File: src/rtl/assert_macros.svh
// Assertion helpers used by the RTL top level.
`ifndef ASSERT_MACROS_SVH
`define ASSERT_MACROS_SVH

// The property must hold at every clock edge outside reset.
`define ASSERT_ALWAYS(lbl, clk, rst, prop, msg) \
   lbl: assert property (@(posedge clk) disable iff (rst) (prop)) else $error(msg);

// The expression must never be true at a clock edge outside reset.
`define ASSERT_NEVER(lbl, clk, rst, expr, msg) \
   lbl: assert property (@(posedge clk) disable iff (rst) !(expr)) else $error(msg);

`endif

File: src/rtl/swmf_pkg.sv
package swmf_pkg;

   localparam int SAMPLE_BITS = 16;
   localparam int HALF_WIDTH_DEFAULT = 15;

   typedef logic signed [SAMPLE_BITS-1:0] sample_type;

   typedef struct packed {
      sample_type sample;
      logic       frame_end;
   } req_type;

   typedef struct packed {
      sample_type median;
      logic       last;
      logic       short_frame;
   } rsp_type;

   // What one sorting cell shows to its two neighbors.
   typedef struct packed {
      logic       valid;
      logic       eq;
      logic       up;
      logic       down;
      sample_type val;
   } cell_link_type;

endpackage

File: src/rtl/swmf_cell.sv
module swmf_cell
   import swmf_pkg::*;
(
   input  logic          clock,
   input  logic          reset,
   input  logic          step,
   input  logic          clear,
   input  logic          full,
   input  sample_type    ins_val,
   input  sample_type    old_val,
   input  cell_link_type from_left,
   input  cell_link_type from_right,
   output cell_link_type link
);

   logic       valid_ff, valid_in;
   sample_type val_ff, val_in;
   logic       goes_after_new, after_old, eq_old, del, before_old, keep;

   // Ties are kept youngest first, so the oldest copy of a value is the last of its run.
   assign goes_after_new = !valid_ff || ($signed(val_ff) >= $signed(ins_val));
   assign after_old      = full && valid_ff && ($signed(val_ff) > $signed(old_val));
   assign eq_old         = full && valid_ff && (val_ff == old_val);
   assign del            = eq_old && !from_right.eq;
   assign before_old     = !after_old && !del;
   assign keep           = (before_old && !goes_after_new) || (after_old && goes_after_new);

   always_comb begin
      if (keep) begin
         val_in = val_ff;
      end else if (from_right.down) begin
         val_in = from_right.val;
      end else if (from_left.up) begin
         val_in = from_left.val;
      end else begin
         val_in = ins_val;
      end
   end

   assign valid_in = clear ? 1'b0 : (valid_ff || from_left.valid);

   always_ff @(posedge clock) begin
      if (reset) begin
         valid_ff <= 1'b0;
      end else if (step) begin
         valid_ff <= valid_in;
      end
   end

   always_ff @(posedge clock) begin
      if (step) begin
         val_ff <= val_in;
      end
   end

   assign link.valid = valid_ff;
   assign link.eq    = eq_old;
   assign link.up    = before_old && goes_after_new;
   assign link.down  = after_old && !goes_after_new;
   assign link.val   = val_ff;

endmodule

File: src/rtl/sliding_window_median_filter_top.sv
// An accepted beat sets the pending count, and its results then load into the free result register.
// Throughput: one sample per cycle in steady state with rsp_ready high, one result each; the
// sample that fills the window gives HALF_WIDTH+1 results, a full-window frame end adds
// HALF_WIDTH more, and the input waits while a burst drains through the single result register.
// Reset (synchronous, active high) empties the sorting row, the fill count and the result
// register; sample values themselves are not cleared.
`include "assert_macros.svh"

module sliding_window_median_filter_top
   import swmf_pkg::*;
#(
   parameter int HALF_WIDTH = HALF_WIDTH_DEFAULT
)
(
   input  logic    clock,
   input  logic    reset,
   input  logic    req_valid,
   output logic    req_ready,
   input  req_type req_data,
   output logic    rsp_valid,
   input  logic    rsp_ready,
   output rsp_type rsp_data
);

   localparam int WIN      = 2 * HALF_WIDTH + 1;
   localparam int CNT_BITS = $clog2(WIN + 1);

   // Fill count of the current frame, saturating at the window length.
   logic [CNT_BITS-1:0] fill_ff, fill_in;
   // Results of the current beat still to be loaded into the result register.
   logic [CNT_BITS-1:0] rem_ff, rem_in, reps;
   logic                end_pend_ff, end_pend_in;
   logic                short_pend_ff, short_pend_in;
   rsp_type             rsp_ff, rsp_in;
   logic                rsp_valid_ff, rsp_valid_in;

   // Arrival-order shift line; entry 0 is the oldest sample of a full window.
   sample_type          win_ff [WIN];

   logic                accept, load, full, just_full, win_ok;
   cell_link_type       links [WIN];

   assign full      = (fill_ff == CNT_BITS'(WIN));
   assign just_full = (fill_ff == CNT_BITS'(WIN - 1));
   assign win_ok    = full || just_full;

   // The result register takes a new result when it is empty or being drained.
   assign load      = (rem_ff != '0) && (!rsp_valid_ff || rsp_ready);
   // A new beat may enter while the last result of the previous one is being loaded,
   // since that load still reads the sorting row as it stands before this edge.
   assign req_ready = (rem_ff == '0) || ((rem_ff == CNT_BITS'(1)) && load);
   assign accept    = req_valid && req_ready;

   // Number of results the incoming beat causes.
   always_comb begin
      if (win_ok) begin
         reps = just_full ? CNT_BITS'(HALF_WIDTH + 1) : CNT_BITS'(1);
         if (req_data.frame_end) begin
            reps = reps + CNT_BITS'(HALF_WIDTH);
         end
      end else begin
         reps = req_data.frame_end ? CNT_BITS'(1) : CNT_BITS'(0);
      end
   end

   always_comb begin
      fill_in       = fill_ff;
      rem_in        = rem_ff;
      end_pend_in   = end_pend_ff;
      short_pend_in = short_pend_ff;
      if (load) begin
         rem_in = rem_ff - CNT_BITS'(1);
      end
      if (accept) begin
         rem_in        = reps;
         end_pend_in   = req_data.frame_end;
         short_pend_in = req_data.frame_end && !win_ok;
         if (req_data.frame_end) begin
            fill_in = '0;
         end else if (!full) begin
            fill_in = fill_ff + CNT_BITS'(1);
         end
      end
   end

   // The median is the value held by the middle cell of the sorted row, or zero for a short frame.
   always_comb begin
      rsp_in             = rsp_ff;
      rsp_valid_in       = rsp_valid_ff && !rsp_ready;
      if (load) begin
         rsp_in.median      = short_pend_ff ? sample_type'(0) : links[HALF_WIDTH].val;
         rsp_in.last        = end_pend_ff && (rem_ff == CNT_BITS'(1));
         rsp_in.short_frame = short_pend_ff;
         rsp_valid_in       = 1'b1;
      end
   end

   always_ff @(posedge clock) begin
      if (reset) begin
         fill_ff       <= '0;
         rem_ff        <= '0;
         end_pend_ff   <= 1'b0;
         short_pend_ff <= 1'b0;
         rsp_valid_ff  <= 1'b0;
      end else begin
         fill_ff       <= fill_in;
         rem_ff        <= rem_in;
         end_pend_ff   <= end_pend_in;
         short_pend_ff <= short_pend_in;
         rsp_valid_ff  <= rsp_valid_in;
      end
   end

   always_ff @(posedge clock) begin
      rsp_ff <= rsp_in;
      if (accept) begin
         for (int i = 0; i < WIN - 1; i++) begin
            win_ff[i] <= win_ff[i+1];
         end
         win_ff[WIN-1] <= req_data.sample;
      end
   end

   // Row of sorting cells: each beat inserts the new sample and, once the window is full,
   // removes the oldest, with every cell taking its own value or one from a neighbor.
   for (genvar g = 0; g < WIN; g++) begin : g_cell
      cell_link_type left_link, right_link;

      if (g == 0) begin : g_left_edge
         assign left_link = '{valid: 1'b1, eq: 1'b0, up: 1'b0, down: 1'b0, val: '0};
      end else begin : g_left
         assign left_link = links[g-1];
      end

      if (g == WIN - 1) begin : g_right_edge
         assign right_link = '{valid: 1'b0, eq: 1'b0, up: 1'b0, down: 1'b0, val: '0};
      end else begin : g_right
         assign right_link = links[g+1];
      end

      swmf_cell u_cell (
         .clock      (clock),
         .reset      (reset),
         .step       (accept),
         .clear      (req_data.frame_end),
         .full       (full),
         .ins_val    (req_data.sample),
         .old_val    (win_ff[0]),
         .from_left  (left_link),
         .from_right (right_link),
         .link       (links[g])
      );
   end

   assign rsp_valid = rsp_valid_ff;
   assign rsp_data  = rsp_ff;

   // A short frame result is always the closing result and carries a zero median.
   `ASSERT_ALWAYS(a_short_is_last, clock, reset,
      (rsp_valid && rsp_data.short_frame) |-> (rsp_data.last && (rsp_data.median == '0)),
      "short frame result without last or with nonzero median")
   // No beat ever queues more results than one full window burst.
   `ASSERT_NEVER(a_rem_bound, clock, reset, rem_ff > CNT_BITS'(WIN),
      "pending result count exceeds the window length")
   // A beat that completes a window or closes a frame leaves results pending.
   `ASSERT_ALWAYS(a_beat_gives_results, clock, reset,
      (accept && (req_data.frame_end || win_ok)) |=> (rem_ff != '0),
      "beat that must produce results left nothing pending")
   // The fill count resets after every frame end.
   `ASSERT_ALWAYS(a_fill_restart, clock, reset,
      (accept && req_data.frame_end) |=> (fill_ff == '0),
      "fill count not cleared after frame end")

endmodule
File: config.mk
export PLATFORM = sky130hd
export DESIGN_NAME = sliding_window_median_filter_top
export DESIGN_NICKNAME = d
export VERILOG_FILES = /design/src/rtl/swmf_pkg.sv /design/src/rtl/swmf_cell.sv /design/src/rtl/sliding_window_median_filter_top.sv
export VERILOG_INCLUDE_DIRS = /design/src /design/src/rtl
export SDC_FILE = /design/constraint.sdc
export NUM_CORES = 2
export LEC_CHECK = 0
export ABC_CLOCK_PERIOD_IN_PS = 29500
export BUFFER_PORTS_ARGS = -buffer_cell sky130_fd_sc_hd__buf_2
export CAP_MARGIN = 20
export CORE_ASPECT_RATIO = 0.8
export CORE_MARGIN = 2
export CORE_UTILIZATION = 40
export CTS_CLUSTER_DIAMETER = 40
export DETAILED_ROUTE_END_ITERATION = 12
export PLACE_DENSITY = 0.55
export REMOVE_ABC_BUFFERS = 1
export SLEW_MARGIN = 20
export SYNTH_ARGS = -nofsm -noshare
export SYNTH_HDL_FRONTEND = slang
export SYNTH_SLANG_ARGS = --single-unit
File: constraint.sdc
create_clock -name clock -period 29.5 [get_ports clock]
set_input_delay 4.425 -clock clock [delete_from_list [all_inputs] [get_ports clock]]
set_output_delay 4.425 -clock clock [all_outputs]
set_load 0.05 [all_outputs]
==> out/metrics.cfg <==
[synth]
synth_top_family_by_area = adder cells
synth_edf_count = 1010
synth_area_leader_cell = edfxtp_1
synth_compound_area_frac = 0.1211
muxShareOfSynthArea = 0.08728
synth_seq_cells = 1054
ys_top_cells_by_area = edfxtp_1 (46%), ha_1 (19%), mux2i_1 (6.4%)
ys.warnings.count = 0
syn_inst = 5726
synth_top_area_share = 0.4584
synthDistinctLibCells = 80
yosys.area_share.simple = 0.1083
synth.avg_cell_area_um2 = 11.55
synth-seq-area-share = 0.4718
ys.flop_type = edfxtp_1
async_flop_share = 0
synth-xor-area-share = 0.0009267
synth_fa_ha_area_frac = 0.1889
syn_area_um2 = 66160

[final_layout]
instances_no_fill = 8131
syn2layout_area_growth_pct = 12.58
final_area_um2 = 74480
fillCellCount = 14950
drive_gt1_frac = 0.1084
nets = 6858

[worst_setup_path]
crit_chain = buf_2, nand2b_1, a21oi_1, nor2_1, buf_2
reg2reg_setup_slack_ns = 24.76
crit_start = rsp_ready
worstPathRequired_ns = 25.08
path_max_fanout = 4
cp_slowest_stage_delay_ns = 0.21
rr_worst_depth = 10
timing.rr.end = g_cell[3].u_cell.val_ff[14]$_DFFE_PP_
critPathLaunchType = input pin
critPathCaptureType = output port
crit_end = req_ready
rr_startpoint = win_ff[0][2]$_DFFE_PP_
crit_type = input pin to output port
slowest_stage = buf_2
path_common_cell = buf_2
critPathArrivalTime_ns = 5.15

[cts]
postCtsHoldBufs = 0
clockBufferDepth = 3
cts_resized = 0
clk_latency_ns = 0.81
cts_made_buffers = 157
clkSlewWorstSetupHoldPaths_ns = 0.06
cts_root_buffer = clkbuf_16
cts.sinks = 1054
cts_setup_buffers = 0
cts_max_level = 4
cts_tree = done

[global_routing]
grt_max_degree = 87
met2_usage = 0.3462
grt_pass1_vias = 47260
grtUsageMet3 = 0.06297
track_usage = 0.2533
grt_pass1_wl_um = 317100
antenna_found_initial = 8
top_usage_layer = met1
grt.overflow.total = 0
use_met1 = 0.3904

[sta]
rsz0062_at_grt = false
period_share = 0.3246
finalCriticalPeriod_ns = 9.574
worst_pin_slew_ns = 1.145
max_slew_margin = 0.2364
fmax_mhz = 104.4
hold_viol_final = 0
fin_skew_ns = 0.03542
fin_setup_tns_ns = 0
worst_slack_ns = 19.93
holdWs_ns = 0.4034
setup_viol = 0
slew_violations = 0

[drt]
viasPerCell = 6.146
initialDrtViolationCount = 5825
drcViolationCount = 0
postRouteAntennaNets = 0
wl_per_cell_um = 26.71
vias = 49980
dr.pass1.iters = 6
wl_um = 217200

[die]
dieArea_um2 = 168700
die_w_um = 458.7
start_util = 0.4028
core_area_um2 = 164200
die_h_um = 367.8
io_pins = 41
num_rows = 133

[placement]
dpl_worst_slack_ns = 19.93
placed_area_um2 = 69000
dp_hpwl_um = 147700
globalplace.congestion = 0.8885
dp_cells = 7826
portBuffers = 40

[outcome]
outcome = finished clean

[run]
maxCapViolCount = 0

[power_and_ir_drop]
p_leak_nw = 31.04
peakVddDrop_uv = 68.29
power_density_nw_per_um2 = 85.17

[worst_hold_path]
hold_start = win_ff[0][252]$_DFFE_PP_
hp-class = register to register

==> cells in the mapped netlist (24+ instances only) <==
library cell,instances
mux2i_1,425
a21o_1,99
or3_1,24
nor3_1,30
inv_1,101
nor2_1,540
a21oi_1,796
o211ai_1,69
nand4_1,224
dfxtp_1,44
edfxtp_1,1010
nand2_1,253
a211oi_1,33
clkbuf_1,118
a31oi_1,40
nand3_1,104
a2111oi_0,26
ha_1,999
nor4_1,35
or4_1,25
o21ai_0,129
mux2_2,121
buf_4,34
nor2b_1,97
==> layout by cell type (no fill, tap or decap), drive strengths merged, types with 64 or more instances in the layout <==
cell type	count
clkbuf	176
nand3	104
nor2	543
inv	131
mux2	134
clkinv	64
a21o	99
buf	156
o211ai	70
nor2b	97
mux2i	425
edfxtp	1010
a21oi	797
o21ai	153
nand4	224
ha	999
nand2	253
==> area by class of cell <==
| class | instances | area, um2 | area share |
|---|---|---|---|
| sequential | 1054 | 31210 | 0.4191 |
| multi-input combinational | 4367 | 33760 | 0.4534 |
| antenna | 5 | 12.51 | 0.0001680 |
| clock buffer | 176 | 4031 | 0.05413 |
| inverter | 102 | 390.4 | 0.005241 |
| timing repair buffer | 156 | 1166 | 0.01566 |
| tap | 2160 | 2703 | 0.03629 |
| clock inverter | 111 | 1200 | 0.01611 |
==> registers in the layout, summed over array words and instances (netlist names) <==
name / count
end_pend_ff: 1
fill_ff: 5
g_cell.u_cell.val_ff: 496
g_cell.u_cell.valid_ff: 31
rem_ff: 5
rsp_data: 18
rsp_valid: 1
short_pend_ff: 1
win_ff: 496
==> layer usage <==
| metal | part of all wire | wire length [um] | up-vias |
|---|---|---|---|
| met5 | 0.000055 | 12 | - |
| met4 | 0.026 | 5564 | 2 |
| met3 | 0.10 | 22260 | 327 |
| met2 | 0.39 | 85740 | 2294 |
| met1 | 0.48 | 103600 | 24730 |
| li1 | - | - | 22620 |
==> how the worst min path moves through the flow <==
stage	cells after the start	end	slack, ns
floorplan	0	win_ff[0][0]$_DFFE_PP_	0.40
global placement	0	win_ff[0][80]$_DFFE_PP_	0.40
detailed placement	0	win_ff[0][122]$_DFFE_PP_	0.40
CTS	0	win_ff[0][193]$_DFFE_PP_	0.40
global route	0	win_ff[0][236]$_DFFE_PP_	0.41
finish	0	win_ff[0][236]$_DFFE_PP_	0.40
==> logic make-up after synthesis <==
| family | after synthesis |
|---|---|
| AO/OA/AOI/OAI | 1354 |
| XOR/XNOR | 7 |
| adder cells (fa/ha/maj) | 999 |
| buffers and inverters | 305 |
| flip-flops | 1054 |
| multiplexers | 559 |
| AND/OR/NAND/NOR | 1448 |
==> per-stage QoR <==
step | utilization | total power [mW]
floorplan | - | 3.724
global placement | 0.4199 | 4.363
detailed placement | 0.4201 | 4.449
CTS | 0.4519 | 6.333
global route | 0.4534 | 6.688
finish | 0.4535 | 6.343
==> critical path: cells and delay by family <==
family	cells	cell delay (ns)
buffers and inverters	2	0.31
AO/OA/AOI/OAI	1	0.18
AND/OR/NAND/NOR	2	0.23
==> where the power goes <==
| group | switching (mW) | internal, mW |
|---|---|---|
| clock | 0.759 | 1.10 |
| combinational | 1.22 | 0.669 |
| sequential | 0.363 | 2.23 |
Note: power is estimated with default switching activity, not from simulation.
